--- src/rtl/core/mmfn_pkg.sv ---
`timescale 1ns / 1ps
`default_nettype none

package mmfn_pkg;

    // field widths
    localparam int IDX_W     = 6;
    localparam int SAMPLE_W  = 16;
    localparam int VALUE_W   = 33;
    localparam int FRAC_BITS = 15;

    // divider: 32-bit magnitude quotient, one bit per step
    localparam int QUO_W = 32;
    localparam int CNT_W = 6;

    // op codes
    localparam logic OP_OBSERVE   = 1'b0;
    localparam logic OP_NORMALIZE = 1'b1;

    // extrema of a column never observed
    localparam logic signed [SAMPLE_W-1:0] MIN_RESET = 16'sh7FFF;
    localparam logic signed [SAMPLE_W-1:0] MAX_RESET = 16'sh8000;

    typedef struct packed {
        logic capture;    // take the input item
        logic read;       // read the extrema entry
        logic eval;       // update extrema / set up the division
        logic div_start;  // launch the divider
        logic load;       // write the output register
    } mmfn_cmd_t;

    typedef struct packed {
        logic is_norm;
        logic zero_den;
        logic div_busy;
        logic div_done;
        logic out_free;
    } mmfn_stat_t;

endpackage

`default_nettype wire

--- src/rtl/core/mmfn_if.sv ---
`timescale 1ns / 1ps
`default_nettype none

interface mmfn_in_if;
    logic                                         valid;
    logic                                         ready;
    logic                                         op;
    logic [mmfn_pkg::IDX_W-1:0]                   feature_index;
    logic signed [mmfn_pkg::SAMPLE_W-1:0]         sample_value;

    modport source (output valid, output op, output feature_index, output sample_value,
                    input ready);
    modport sink   (input valid, input op, input feature_index, input sample_value,
                    output ready);
endinterface

interface mmfn_out_if;
    logic                                         valid;
    logic                                         ready;
    logic signed [mmfn_pkg::VALUE_W-1:0]          normalized_value;
    logic                                         range_zero;

    modport source (output valid, output normalized_value, output range_zero,
                    input ready);
    modport sink   (input valid, input normalized_value, input range_zero,
                    output ready);
endinterface

`default_nettype wire

--- src/rtl/core/mmfn_ctrl.sv ---
`timescale 1ns / 1ps
`default_nettype none

module mmfn_ctrl (
    input  wire logic                 clk,
    input  wire logic                 rst_n,
    input  wire logic                 in_valid,
    output logic                      in_ready,
    input  wire mmfn_pkg::mmfn_stat_t stat,
    output mmfn_pkg::mmfn_cmd_t       cmd
);

    typedef enum logic [4:0] {
        ST_IDLE = 5'b00001,
        ST_READ = 5'b00010,
        ST_EVAL = 5'b00100,
        ST_DIV  = 5'b01000,
        ST_LOAD = 5'b10000
    } state_t;

    state_t state_reg;
    state_t state_next;

    always_comb
    begin
        state_next = state_reg;
        case (state_reg)
            ST_IDLE:
            begin
                if (in_valid)
                    state_next = ST_READ;
            end
            ST_READ:
                state_next = ST_EVAL;
            ST_EVAL:
            begin
                if (!stat.is_norm)
                    state_next = ST_IDLE;
                else if (stat.zero_den)
                    state_next = ST_LOAD;
                else
                    state_next = ST_DIV;
            end
            ST_DIV:
            begin
                if (stat.div_done)
                    state_next = ST_LOAD;
            end
            ST_LOAD:
            begin
                if (stat.out_free)
                    state_next = ST_IDLE;
            end
            default:
                state_next = ST_IDLE;
        endcase
    end

    always_ff @(posedge clk or negedge rst_n)
    begin
        if (!rst_n)
            state_reg <= ST_IDLE;
        else
            state_reg <= state_next;
    end

    assign in_ready      = (state_reg == ST_IDLE);
    assign cmd.capture   = (state_reg == ST_IDLE) && in_valid;
    assign cmd.read      = (state_reg == ST_READ);
    assign cmd.eval      = (state_reg == ST_EVAL);
    assign cmd.div_start = (state_reg == ST_EVAL) && stat.is_norm && !stat.zero_den;
    assign cmd.load      = (state_reg == ST_LOAD) && stat.out_free;

endmodule

`default_nettype wire

--- src/rtl/core/mmfn_div.sv ---
`timescale 1ns / 1ps
`default_nettype none

// Restoring radix-2 divider, unsigned, one quotient bit per cycle.
module mmfn_div (
    input  wire logic                          clk,
    input  wire logic                          rst_n,
    input  wire logic                          start,
    input  wire logic [mmfn_pkg::QUO_W-1:0]    dividend,
    input  wire logic [mmfn_pkg::SAMPLE_W-1:0] divisor,
    output logic [mmfn_pkg::QUO_W-1:0]         quotient,
    output logic                               busy,
    output logic                               done
);

    localparam int DW = mmfn_pkg::SAMPLE_W;
    localparam int QW = mmfn_pkg::QUO_W;

    logic [DW-1:0]              rem_reg;
    logic [DW-1:0]              rem_next;
    logic [QW-1:0]              quo_reg;    // dividend bits shift out, quotient bits in
    logic [QW-1:0]              quo_next;
    logic [DW-1:0]              divisor_reg;
    logic [mmfn_pkg::CNT_W-1:0] cnt_reg;
    logic                       busy_reg;
    logic                       done_reg;

    logic [DW:0] shifted;
    logic [DW:0] trial;
    logic        fits;

    always_comb
    begin
        shifted  = {rem_reg, quo_reg[QW-1]};
        trial    = shifted - {1'b0, divisor_reg};
        fits     = (shifted >= {1'b0, divisor_reg});
        rem_next = fits ? trial[DW-1:0] : shifted[DW-1:0];
        quo_next = {quo_reg[QW-2:0], fits};
    end

    always_ff @(posedge clk)
    begin
        if (start)
        begin
            rem_reg     <= '0;
            quo_reg     <= dividend;
            divisor_reg <= divisor;
        end
        else if (busy_reg)
        begin
            rem_reg <= rem_next;
            quo_reg <= quo_next;
        end
    end

    always_ff @(posedge clk or negedge rst_n)
    begin
        if (!rst_n)
        begin
            cnt_reg  <= '0;
            busy_reg <= 1'b0;
            done_reg <= 1'b0;
        end
        else if (start)
        begin
            cnt_reg  <= mmfn_pkg::CNT_W'(QW);
            busy_reg <= 1'b1;
            done_reg <= 1'b0;
        end
        else if (busy_reg)
        begin
            cnt_reg <= cnt_reg - 1'b1;
            if (cnt_reg == mmfn_pkg::CNT_W'(1))
            begin
                busy_reg <= 1'b0;
                done_reg <= 1'b1;
            end
        end
    end

    assign quotient = quo_reg;
    assign busy     = busy_reg;
    assign done     = done_reg;

endmodule

`default_nettype wire

--- src/rtl/core/mmfn_dp.sv ---
`timescale 1ns / 1ps
`default_nettype none

module mmfn_dp #(
    parameter int DEPTH = 64
) (
    input  wire logic                                 clk,
    input  wire logic                                 rst_n,
    input  wire mmfn_pkg::mmfn_cmd_t                  cmd,
    output mmfn_pkg::mmfn_stat_t                      stat,
    input  wire logic                                 op,
    input  wire logic [mmfn_pkg::IDX_W-1:0]           feature_index,
    input  wire logic signed [mmfn_pkg::SAMPLE_W-1:0] sample_value,
    output logic signed [mmfn_pkg::VALUE_W-1:0]       normalized_value,
    output logic                                      range_zero,
    output logic                                      res_valid,
    input  wire logic                                 res_ready
);

    localparam int SW = mmfn_pkg::SAMPLE_W;
    localparam int VW = mmfn_pkg::VALUE_W;
    localparam int QW = mmfn_pkg::QUO_W;
    localparam int AW = (DEPTH > 1) ? $clog2(DEPTH) : 1;
    localparam logic [mmfn_pkg::IDX_W:0] DEPTH_W = (mmfn_pkg::IDX_W + 1)'(DEPTH);

    // captured item
    logic                          op_reg;
    logic [mmfn_pkg::IDX_W-1:0]    idx_reg;
    logic signed [SW-1:0]          x_reg;
    logic                          hit_reg;
    logic [AW-1:0]                 addr;

    // extrema store: {min, max} per column, fill bits mark written entries
    logic [2*SW-1:0]               mem [DEPTH];
    logic [DEPTH-1:0]              fill_reg;
    logic [2*SW-1:0]               rd_data_reg;
    logic                          rd_fill_reg;

    logic signed [SW-1:0]          lo;
    logic signed [SW-1:0]          hi;
    logic signed [SW-1:0]          new_min;
    logic signed [SW-1:0]          new_max;
    logic signed [SW:0]            den;
    logic signed [SW:0]            sum;
    logic signed [SW+1:0]          diff;
    logic [SW+1:0]                 diff_mag;
    logic [SW:0]                   den_mag;
    logic [QW-1:0]                 dividend;
    logic                          wr_en;

    logic                          neg_reg;
    logic                          zero_reg;

    logic [QW-1:0]                 quotient;
    logic                          div_busy;
    logic                          div_done;

    logic [VW-1:0]                 quo_ext;
    logic signed [VW-1:0]          res_value;
    logic signed [VW-1:0]          res_value_reg;
    logic                          res_zero_reg;
    logic                          res_valid_reg;

    assign addr = idx_reg[AW-1:0];

    always_ff @(posedge clk)
    begin
        if (cmd.capture)
        begin
            op_reg  <= op;
            idx_reg <= feature_index;
            x_reg   <= sample_value;
            hit_reg <= ({1'b0, feature_index} < DEPTH_W);
        end
    end

    always_ff @(posedge clk)
    begin
        if (wr_en)
            mem[addr] <= {new_min, new_max};
        if (cmd.read && hit_reg)
            rd_data_reg <= mem[addr];
    end

    always_ff @(posedge clk or negedge rst_n)
    begin
        if (!rst_n)
        begin
            fill_reg    <= '0;
            rd_fill_reg <= 1'b0;
        end
        else
        begin
            if (wr_en)
                fill_reg[addr] <= 1'b1;
            if (cmd.read)
                rd_fill_reg <= hit_reg && fill_reg[addr];
        end
    end

    always_comb
    begin
        lo       = rd_fill_reg ? rd_data_reg[2*SW-1:SW] : mmfn_pkg::MIN_RESET;
        hi       = rd_fill_reg ? rd_data_reg[SW-1:0]    : mmfn_pkg::MAX_RESET;
        new_min  = (x_reg < lo) ? x_reg : lo;
        new_max  = (x_reg > hi) ? x_reg : hi;
        den      = {hi[SW-1], hi} - {lo[SW-1], lo};
        sum      = {lo[SW-1], lo} + {hi[SW-1], hi};
        diff     = {x_reg[SW-1], x_reg, 1'b0} - {sum[SW], sum};
        diff_mag = diff[SW+1] ? -diff : diff;
        den_mag  = den[SW] ? -den : den;
        // |2x-(min+max)| < 2^17, scaled by 2^15
        dividend = {diff_mag[SW:0], {mmfn_pkg::FRAC_BITS{1'b0}}};
        wr_en    = cmd.eval && (op_reg == mmfn_pkg::OP_OBSERVE) && hit_reg;
    end

    always_ff @(posedge clk)
    begin
        if (cmd.eval)
        begin
            neg_reg  <= diff[SW+1] ^ den[SW];
            zero_reg <= (den == '0);
        end
    end

    mmfn_div u_div (
        .clk      (clk),
        .rst_n    (rst_n),
        .start    (cmd.div_start),
        .dividend (dividend),
        .divisor  (den_mag[SW-1:0]),
        .quotient (quotient),
        .busy     (div_busy),
        .done     (div_done)
    );

    always_comb
    begin
        quo_ext = {1'b0, quotient};
        if (zero_reg)
            res_value = {{(VW-SW-mmfn_pkg::FRAC_BITS){x_reg[SW-1]}}, x_reg,
                         {mmfn_pkg::FRAC_BITS{1'b0}}};
        else if (neg_reg)
            res_value = -quo_ext;
        else
            res_value = quo_ext;
    end

    // output register
    always_ff @(posedge clk)
    begin
        if (cmd.load)
        begin
            res_value_reg <= res_value;
            res_zero_reg  <= zero_reg;
        end
    end

    always_ff @(posedge clk or negedge rst_n)
    begin
        if (!rst_n)
            res_valid_reg <= 1'b0;
        else if (cmd.load)
            res_valid_reg <= 1'b1;
        else if (res_ready)
            res_valid_reg <= 1'b0;
    end

    assign stat.is_norm  = (op_reg == mmfn_pkg::OP_NORMALIZE);
    assign stat.zero_den = (den == '0);
    assign stat.div_busy = div_busy;
    assign stat.div_done = div_done;
    assign stat.out_free = !res_valid_reg || res_ready;

    assign normalized_value = res_value_reg;
    assign range_zero       = res_zero_reg;
    assign res_valid        = res_valid_reg;

endmodule

`default_nettype wire

--- src/rtl/core/min_max_feature_normalizer_unit.sv ---
// Channel  | Dir | Payload                                  | Notes
// ---------+-----+------------------------------------------+------------------------------
// sample   | in  | op, feature_index[5:0], sample_value[15:0] | op 0 observe, op 1 normalise
// result   | out | normalized_value[32:0] (Q.15), range_zero  | one per normalise item
//
// Observe items run read and set-up steps before the next ready; normalise items
// add the 32-step restoring divider (one quotient bit per cycle) plus done and load
// steps, or skip the divider when max equals min. One item is in flight at a time.
// Reset clears the fill bits of the extrema store, so every column reads as
// min 32767 / max -32768 at once; no clearing pass.
// The result sits in an output register: a stalled result channel holds the
// next normalise item at its load step, and the sample channel with it;
// observe items still pass while a result waits.
`timescale 1ns / 1ps
`default_nettype none

module min_max_feature_normalizer_unit #(
    parameter int NUM_FEATURES = 64
) (
    input  wire logic  clk,
    input  wire logic  rst_n,
    mmfn_in_if.sink    sample,
    mmfn_out_if.source result
);

    // feature_index reaches at most 2^6 columns
    localparam int IDX_SPAN = 1 << mmfn_pkg::IDX_W;
    localparam int DEPTH    = (NUM_FEATURES < IDX_SPAN) ? NUM_FEATURES : IDX_SPAN;

    mmfn_pkg::mmfn_cmd_t  cmd;
    mmfn_pkg::mmfn_stat_t stat;
    logic                 in_ready;

    mmfn_ctrl u_ctrl (
        .clk      (clk),
        .rst_n    (rst_n),
        .in_valid (sample.valid),
        .in_ready (in_ready),
        .stat     (stat),
        .cmd      (cmd)
    );

    mmfn_dp #(
        .DEPTH (DEPTH)
    ) u_dp (
        .clk              (clk),
        .rst_n            (rst_n),
        .cmd              (cmd),
        .stat             (stat),
        .op               (sample.op),
        .feature_index    (sample.feature_index),
        .sample_value     (sample.sample_value),
        .normalized_value (result.normalized_value),
        .range_zero       (result.range_zero),
        .res_valid        (result.valid),
        .res_ready        (result.ready)
    );

    assign sample.ready = in_ready;

    // no new transfer while a division is still running
    a_no_accept_in_div: assert property (@(posedge clk) disable iff (!rst_n)
        (sample.valid && sample.ready) |-> !stat.div_busy)
        else $error("sample transfer during division");

    // output register is never overwritten while a result waits
    a_load_free: assert property (@(posedge clk) disable iff (!rst_n)
        cmd.load |-> (!result.valid || result.ready))
        else $error("result overwritten before transfer");

    // pass-through results carry no fraction bits
    a_zero_frac: assert property (@(posedge clk) disable iff (!rst_n)
        (result.valid && result.range_zero) |-> (result.normalized_value[14:0] == '0))
        else $error("range_zero result with fraction bits");

    // divider launch only for a normalise item with a non-zero range
    a_div_launch: assert property (@(posedge clk) disable iff (!rst_n)
        cmd.div_start |-> (stat.is_norm && !stat.zero_den))
        else $error("divider started without a valid range");

endmodule

`default_nettype wire

--- src/flat_wrapper.sv ---
// flat-port wrapper written by rule: the top's interface ports become plain ports
module min_max_feature_normalizer_unit_flat 
#(
    parameter int NUM_FEATURES = 64
)
  (clk, rst_n, sample_valid, sample_op, sample_feature_index, sample_sample_value, sample_ready, result_valid, result_normalized_value, result_range_zero, result_ready);
  mmfn_in_if sample_i ();
  mmfn_out_if result_i ();
  input  wire logic clk;
  input  wire logic rst_n;
  input wire logic [$bits(sample_i.valid)-1:0] sample_valid;
  input wire logic [$bits(sample_i.op)-1:0] sample_op;
  input wire logic [$bits(sample_i.feature_index)-1:0] sample_feature_index;
  input wire logic [$bits(sample_i.sample_value)-1:0] sample_sample_value;
  output wire logic [$bits(sample_i.ready)-1:0] sample_ready;
  output wire logic [$bits(result_i.valid)-1:0] result_valid;
  output wire logic [$bits(result_i.normalized_value)-1:0] result_normalized_value;
  output wire logic [$bits(result_i.range_zero)-1:0] result_range_zero;
  input wire logic [$bits(result_i.ready)-1:0] result_ready;
  assign sample_i.valid = sample_valid;
  assign sample_i.op = sample_op;
  assign sample_i.feature_index = sample_feature_index;
  assign sample_i.sample_value = sample_sample_value;
  assign sample_ready = sample_i.ready;
  assign result_valid = result_i.valid;
  assign result_normalized_value = result_i.normalized_value;
  assign result_range_zero = result_i.range_zero;
  assign result_i.ready = result_ready;
  min_max_feature_normalizer_unit #(.NUM_FEATURES(NUM_FEATURES)) u_core (.clk(clk), .rst_n(rst_n), .sample(sample_i), .result(result_i));
endmodule
--- config.mk ---
export PLATFORM = sky130hd
export DESIGN_NAME = min_max_feature_normalizer_unit_flat
export DESIGN_NICKNAME = d
export VERILOG_FILES = /design/src/rtl/core/mmfn_pkg.sv /design/src/rtl/core/mmfn_if.sv /design/src/rtl/core/mmfn_ctrl.sv /design/src/rtl/core/mmfn_div.sv /design/src/rtl/core/mmfn_dp.sv /design/src/rtl/core/min_max_feature_normalizer_unit.sv /design/src/flat_wrapper.sv
export SDC_FILE = /design/constraint.sdc
export NUM_CORES = 2
export LEC_CHECK = 0
export ABC_AREA = 1
export BUFFER_PORTS_ARGS = -buffer_cell sky130_fd_sc_hd__buf_2
export CELL_PAD_IN_SITES_DETAIL_PLACEMENT = 1
export CELL_PAD_IN_SITES_GLOBAL_PLACEMENT = 1
export CORE_AREA = 5 5 406 508
export DETAILED_ROUTE_END_ITERATION = 10
export DIE_AREA = 0 0 411 513
export PLACE_DENSITY_LB_ADDON = 0.1
export SLEW_MARGIN = 20
export SYNTH_ARGS = -nofsm -noshare
export SYNTH_HDL_FRONTEND = slang
export SYNTH_SLANG_ARGS = --single-unit
--- constraint.sdc ---
create_clock -name clk -period 5.4 [get_ports clk]
set_input_delay 0.27 -clock clk [delete_from_list [all_inputs] [get_ports clk]]
set_output_delay 0.27 -clock clk [all_outputs]
set_load 0.1 [all_outputs]
==> impl_metrics.csv <==
group,metric,value,unit
run_status,status,"complete, no violations",
drt,drcViolationCount,0,
sta,fmax,218,MHz
drt,drt-pass1-iter-count,5,
sta,setup-tns-final,0,ns
sta,hold_violations,0,
clock_tree,cts.clk_slew.worst_paths,0.06,ns
clock_tree,clock_latency,0.89,ns
synthesis,synth_warnings,0,
synthesis,synth_top_family_by_area,"simple AND/OR/NAND/NOR gates",
cells_and_area,final_cell_mix,"2172 x edfxtp_1, 1435 x nand2_1, 322 x inv_1",
setup_path,rrSetupSlack,0.81,ns
cells_and_area,synthToLayoutAreaGrowth,14.7,%
synthesis,ys_types,54,
setup_path,crit_end,"u_core.u_dp.mem[54][3]$_DFFE_PP_",
synthesis,syn_area,89800,um^2
sta,finClkSkew,0.0392,ns
grt,antenna_found_initial,19,
sta,relSlewSlack,21.4,%
setup_path,cp_num_cells,12,
grt,grt_max_degree,91,
floorplan,core,201000,um^2
setup_path,worstPathCellList,"buf_4, nand2_1, ha_1, a21oi_1, o21ai_0, o21ai_0, o2111ai_1, xnor2_1, nand2_2, buf_4, o21ai_4, buf_4",
sta,hold_slack,0.104,ns
min_path,hp-class,"in2reg",
synthesis,synthMuxAreaShare,0,%
clock_tree,clock_path_buffers,3,
synthesis,synth_compound_area_share,8.87,%
place,placed_area,95300,um^2
synthesis,synth-simple-area-share,10.9,%
setup_path,critPathKind,"reg2reg",
setup_path,path_max_fanout,38,
cells_and_area,layout-drive-gt1-share,12.1,%
flow_run,drv_cap,0,
sta,finalSetupViolCount,0,
setup_path,crit_family,"compound AO/OA/AOI/OAI gates",
setup_path,worstReg2RegEnd,"u_core.u_dp.mem[54][3]$_DFFE_PP_",
power_and_ir_drop,p_int,0.0378,W
sta,worstMarginPinSlew,1.18,ns
clock_tree,cts_buffers,219,
drt,vias_per_cell,6.01,
drt,ant_nets,0,
power_and_ir_drop,p_clk_share,26.2,%
clock_tree,ctsResizeCount,0,
synthesis,synth-async-reset-ratio,3.46,%
sta,fin_crit,4.59,ns
drt,wl_per_cell,32.3,um
power_and_ir_drop,comb_power_share,31.8,%
floorplan,num_rows,184,
floorplan,die_y,513,um
setup_path,arrival,5.23,ns
place,place.port_buffers,62,
cells_and_area,final_cell_area,103000,um^2
drt,vias,57500,
clock_tree,cts_sinks,2282,
cells_and_area,largest_register_ffs,2048,
place,hpwl,189000,um
setup_path,max_stage_delay,0.80,ns
power_and_ir_drop,power_density,579,nW/um^2
synthesis,yosys.area_share.adder,1.45,%
power_and_ir_drop,p_seq_share,42.0,%
synthesis,synth_cells,6438,
synthesis,ys.flop_type,"edfxtp_1",
synthesis,synth_edf_count,2172,
clock_tree,hold_buffers,28,
floorplan,start_util,44.8,%
drt,wl,309000,um
setup_path,crit_buf_inv,3,
synthesis,synthesis.nets,6563,
drt,drt_iter0_drc,5551,
synthesis,avgSynthCellArea,14.0,um^2
clock_tree,cts_setup_buffers,0,
grt,grt_first_pass_wirelength,435000,um
cells_and_area,final_nets,6797,
setup_path,critPathLaunchType,"flip-flop",
floorplan,dieArea,211000,um^2
cells_and_area,mostFrequentLayoutCell,"edfxtp_1",
clock_tree,cts_root_buffer,"clkbuf_16",
grt,grt-ovfl-total,0,
power_and_ir_drop,ir_drop,0.000550,V
synthesis,synth-seq-cells,2282,
grt,grt_use_total,28.8,%
clock_tree,htree_num_levels,4,
power_and_ir_drop,power.net_switching,0.0219,W
synthesis,yosysSeqAreaShare,75.5,%
clock_tree,cts_tree,"yes",
power_and_ir_drop,swShare,36.7,%
place,gp_congestion,0.907,
setup_path,required,6.04,ns
setup_path,worstRegToRegCells,12,
grt,grt_pass1_vias,58700,
power_and_ir_drop,p_leak,35.4,nW
sta,rsz0062_at_grt,"no",
floorplan,die_w,411,um
floorplan,io_pins,63,
setup_path,timing.rr.start,"u_core.u_dp.rd_fill_reg$_DFFE_PN0P_",
power_and_ir_drop,power.total,0.0597,W
sta,timing.final.crit_share,85.0,%
setup_path,cpMostUsedCell,"buf_4",
sta,final-max-slew-violation-count,0,
setup_path,crit_start,"u_core.u_dp.rd_fill_reg$_DFFE_PN0P_",
synthesis,synth_xor_area_share,0.497,%
setup_path,crit_slowest_cell,"o21ai_4",
setup_path,crit_path_end_kind,"flip-flop",
==> routing by layer <==
metal	up-vias	track usage [%]	routed length, um
li1	24700	-	-
met1	30200	35.8	119000
met2	2144	50.6	156000
met3	498	3.44	17600
met4	2	13.4	16600
met5	-	0	16
==> worst register-to-register path, cell delays in order, from the launching register on <==
cell,delay (ns)
dfrtp_1,0.36
buf_4,0.40
nand2_1,0.26
ha_1,0.37
a21oi_1,0.13
o21ai_0,0.15
o21ai_0,0.22
o2111ai_1,0.16
xnor2_1,0.19
nand2_2,0.42
buf_4,0.40
o21ai_4,0.80
buf_4,0.46
==> per-stage QoR <==
stage	utilization, %	cells	setup slack [ns]
after floorplan	-	6438	-0.137
after global placement	47.5	9114	0.869
after detailed placement	47.5	9116	0.832
after CTS	51.3	9557	0.828
after global routing	51.4	9562	0.420
final	51.4	9569	0.810
==> final cells by class <==
class | count | area [um^2]
inverters | 335 | 1310
clock inverters | 113 | 1250
diodes | 8 | 20.0
repair buffers | 320 | 2790
flip-flops and latches | 2282 | 67800
fillers | 19400 | 97500
well taps | 2697 | 3370
multi-input cells | 3514 | 20500
clock buffers | 300 | 6050
==> kinds of logic after synthesis <==
logic type	after synthesis
AND/OR/NAND/NOR	2269
flip-flops	2282
AO/OA/AOI/OAI	1096
XOR/XNOR	51
adder cells (fa/ha/maj)	98
buffers and inverters	642
==> power by group through the flow <==
stage	combinational, W	clock, W	sequential, W
2_1_floorplan	0.00930	0	0.0260
3_3_place_gp	0.0184	0	0.0255
3_5_place_dp	0.0189	0	0.0255
4_1_cts	0.0189	0.0159	0.0251
5_1_grt	0.0203	0.0167	0.0251
6_report	0.0190	0.0157	0.0251
==> cell usage after synthesis, types with 2 or more instances <==
| library cell | n | area [um^2] |
|---|---|---|
| a211oi_1 | 2 | 15.0 |
| a22o_1 | 138 | 1210 |
| clkbuf_1 | 239 | 897 |
| buf_6 | 7 | 78.8 |
| a31oi_1 | 4 | 25.0 |
| dfxtp_1 | 31 | 621 |
| dfrtp_1 | 78 | 1950 |
| clkinv_1 | 3 | 11.3 |
| nand4_1 | 298 | 1860 |
| o21bai_1 | 5 | 37.5 |
| a21oi_1 | 130 | 651 |
| o22ai_1 | 10 | 62.6 |
| o2bb2ai_1 | 20 | 175 |
| a22oi_1 | 307 | 2300 |
| and2_1 | 2 | 12.5 |
| a21o_1 | 5 | 37.5 |
| inv_1 | 324 | 1220 |
| xor2_1 | 26 | 228 |
| a221oi_1 | 239 | 2090 |
| fa_1 | 10 | 200 |
| nand3_1 | 161 | 806 |
| a21boi_0 | 3 | 22.5 |
| a21oi_2 | 29 | 254 |
| nand3b_1 | 12 | 90.1 |
| o2111ai_1 | 3 | 26.3 |
| o211ai_1 | 6 | 45.0 |
| or2_2 | 65 | 407 |
| and3_1 | 6 | 37.5 |
| nor3_1 | 40 | 200 |
| xnor2_1 | 25 | 219 |
| ha_1 | 88 | 1100 |
| o21a_1 | 5 | 37.5 |
| nor2_1 | 229 | 860 |
| buf_4 | 3 | 22.5 |
| nand2_1 | 1437 | 5390 |
| nor4_1 | 7 | 43.8 |
| edfxtp_1 | 2172 | 65200 |
| buf_2 | 8 | 40.0 |
| nand2_2 | 7 | 43.8 |
| inv_2 | 7 | 26.3 |
| buf_1 | 50 | 188 |
| o21ai_0 | 185 | 926 |
==> worst min-delay path by stage <==
stage,start,endpoint,cells past startpoint
after floorplan,rst_n,u_core.u_ctrl.state_reg[1]$_DFFE_PN0P_,0
after global placement,rst_n,u_core.u_dp.u_div.cnt_reg[5]$_DFFE_PN0P_,1
after detailed placement,rst_n,u_core.u_dp.u_div.cnt_reg[0]$_DFFE_PN0P_,1
after CTS,sample_op,u_core.u_dp.op_reg$_DFFE_PP_,2
after global routing,sample_sample_value[2],u_core.u_dp.x_reg[2]$_DFFE_PP_,2
final,sample_sample_value[8],u_core.u_dp.x_reg[8]$_DFFE_PP_,2
Power figures use the tool's default switching activity.
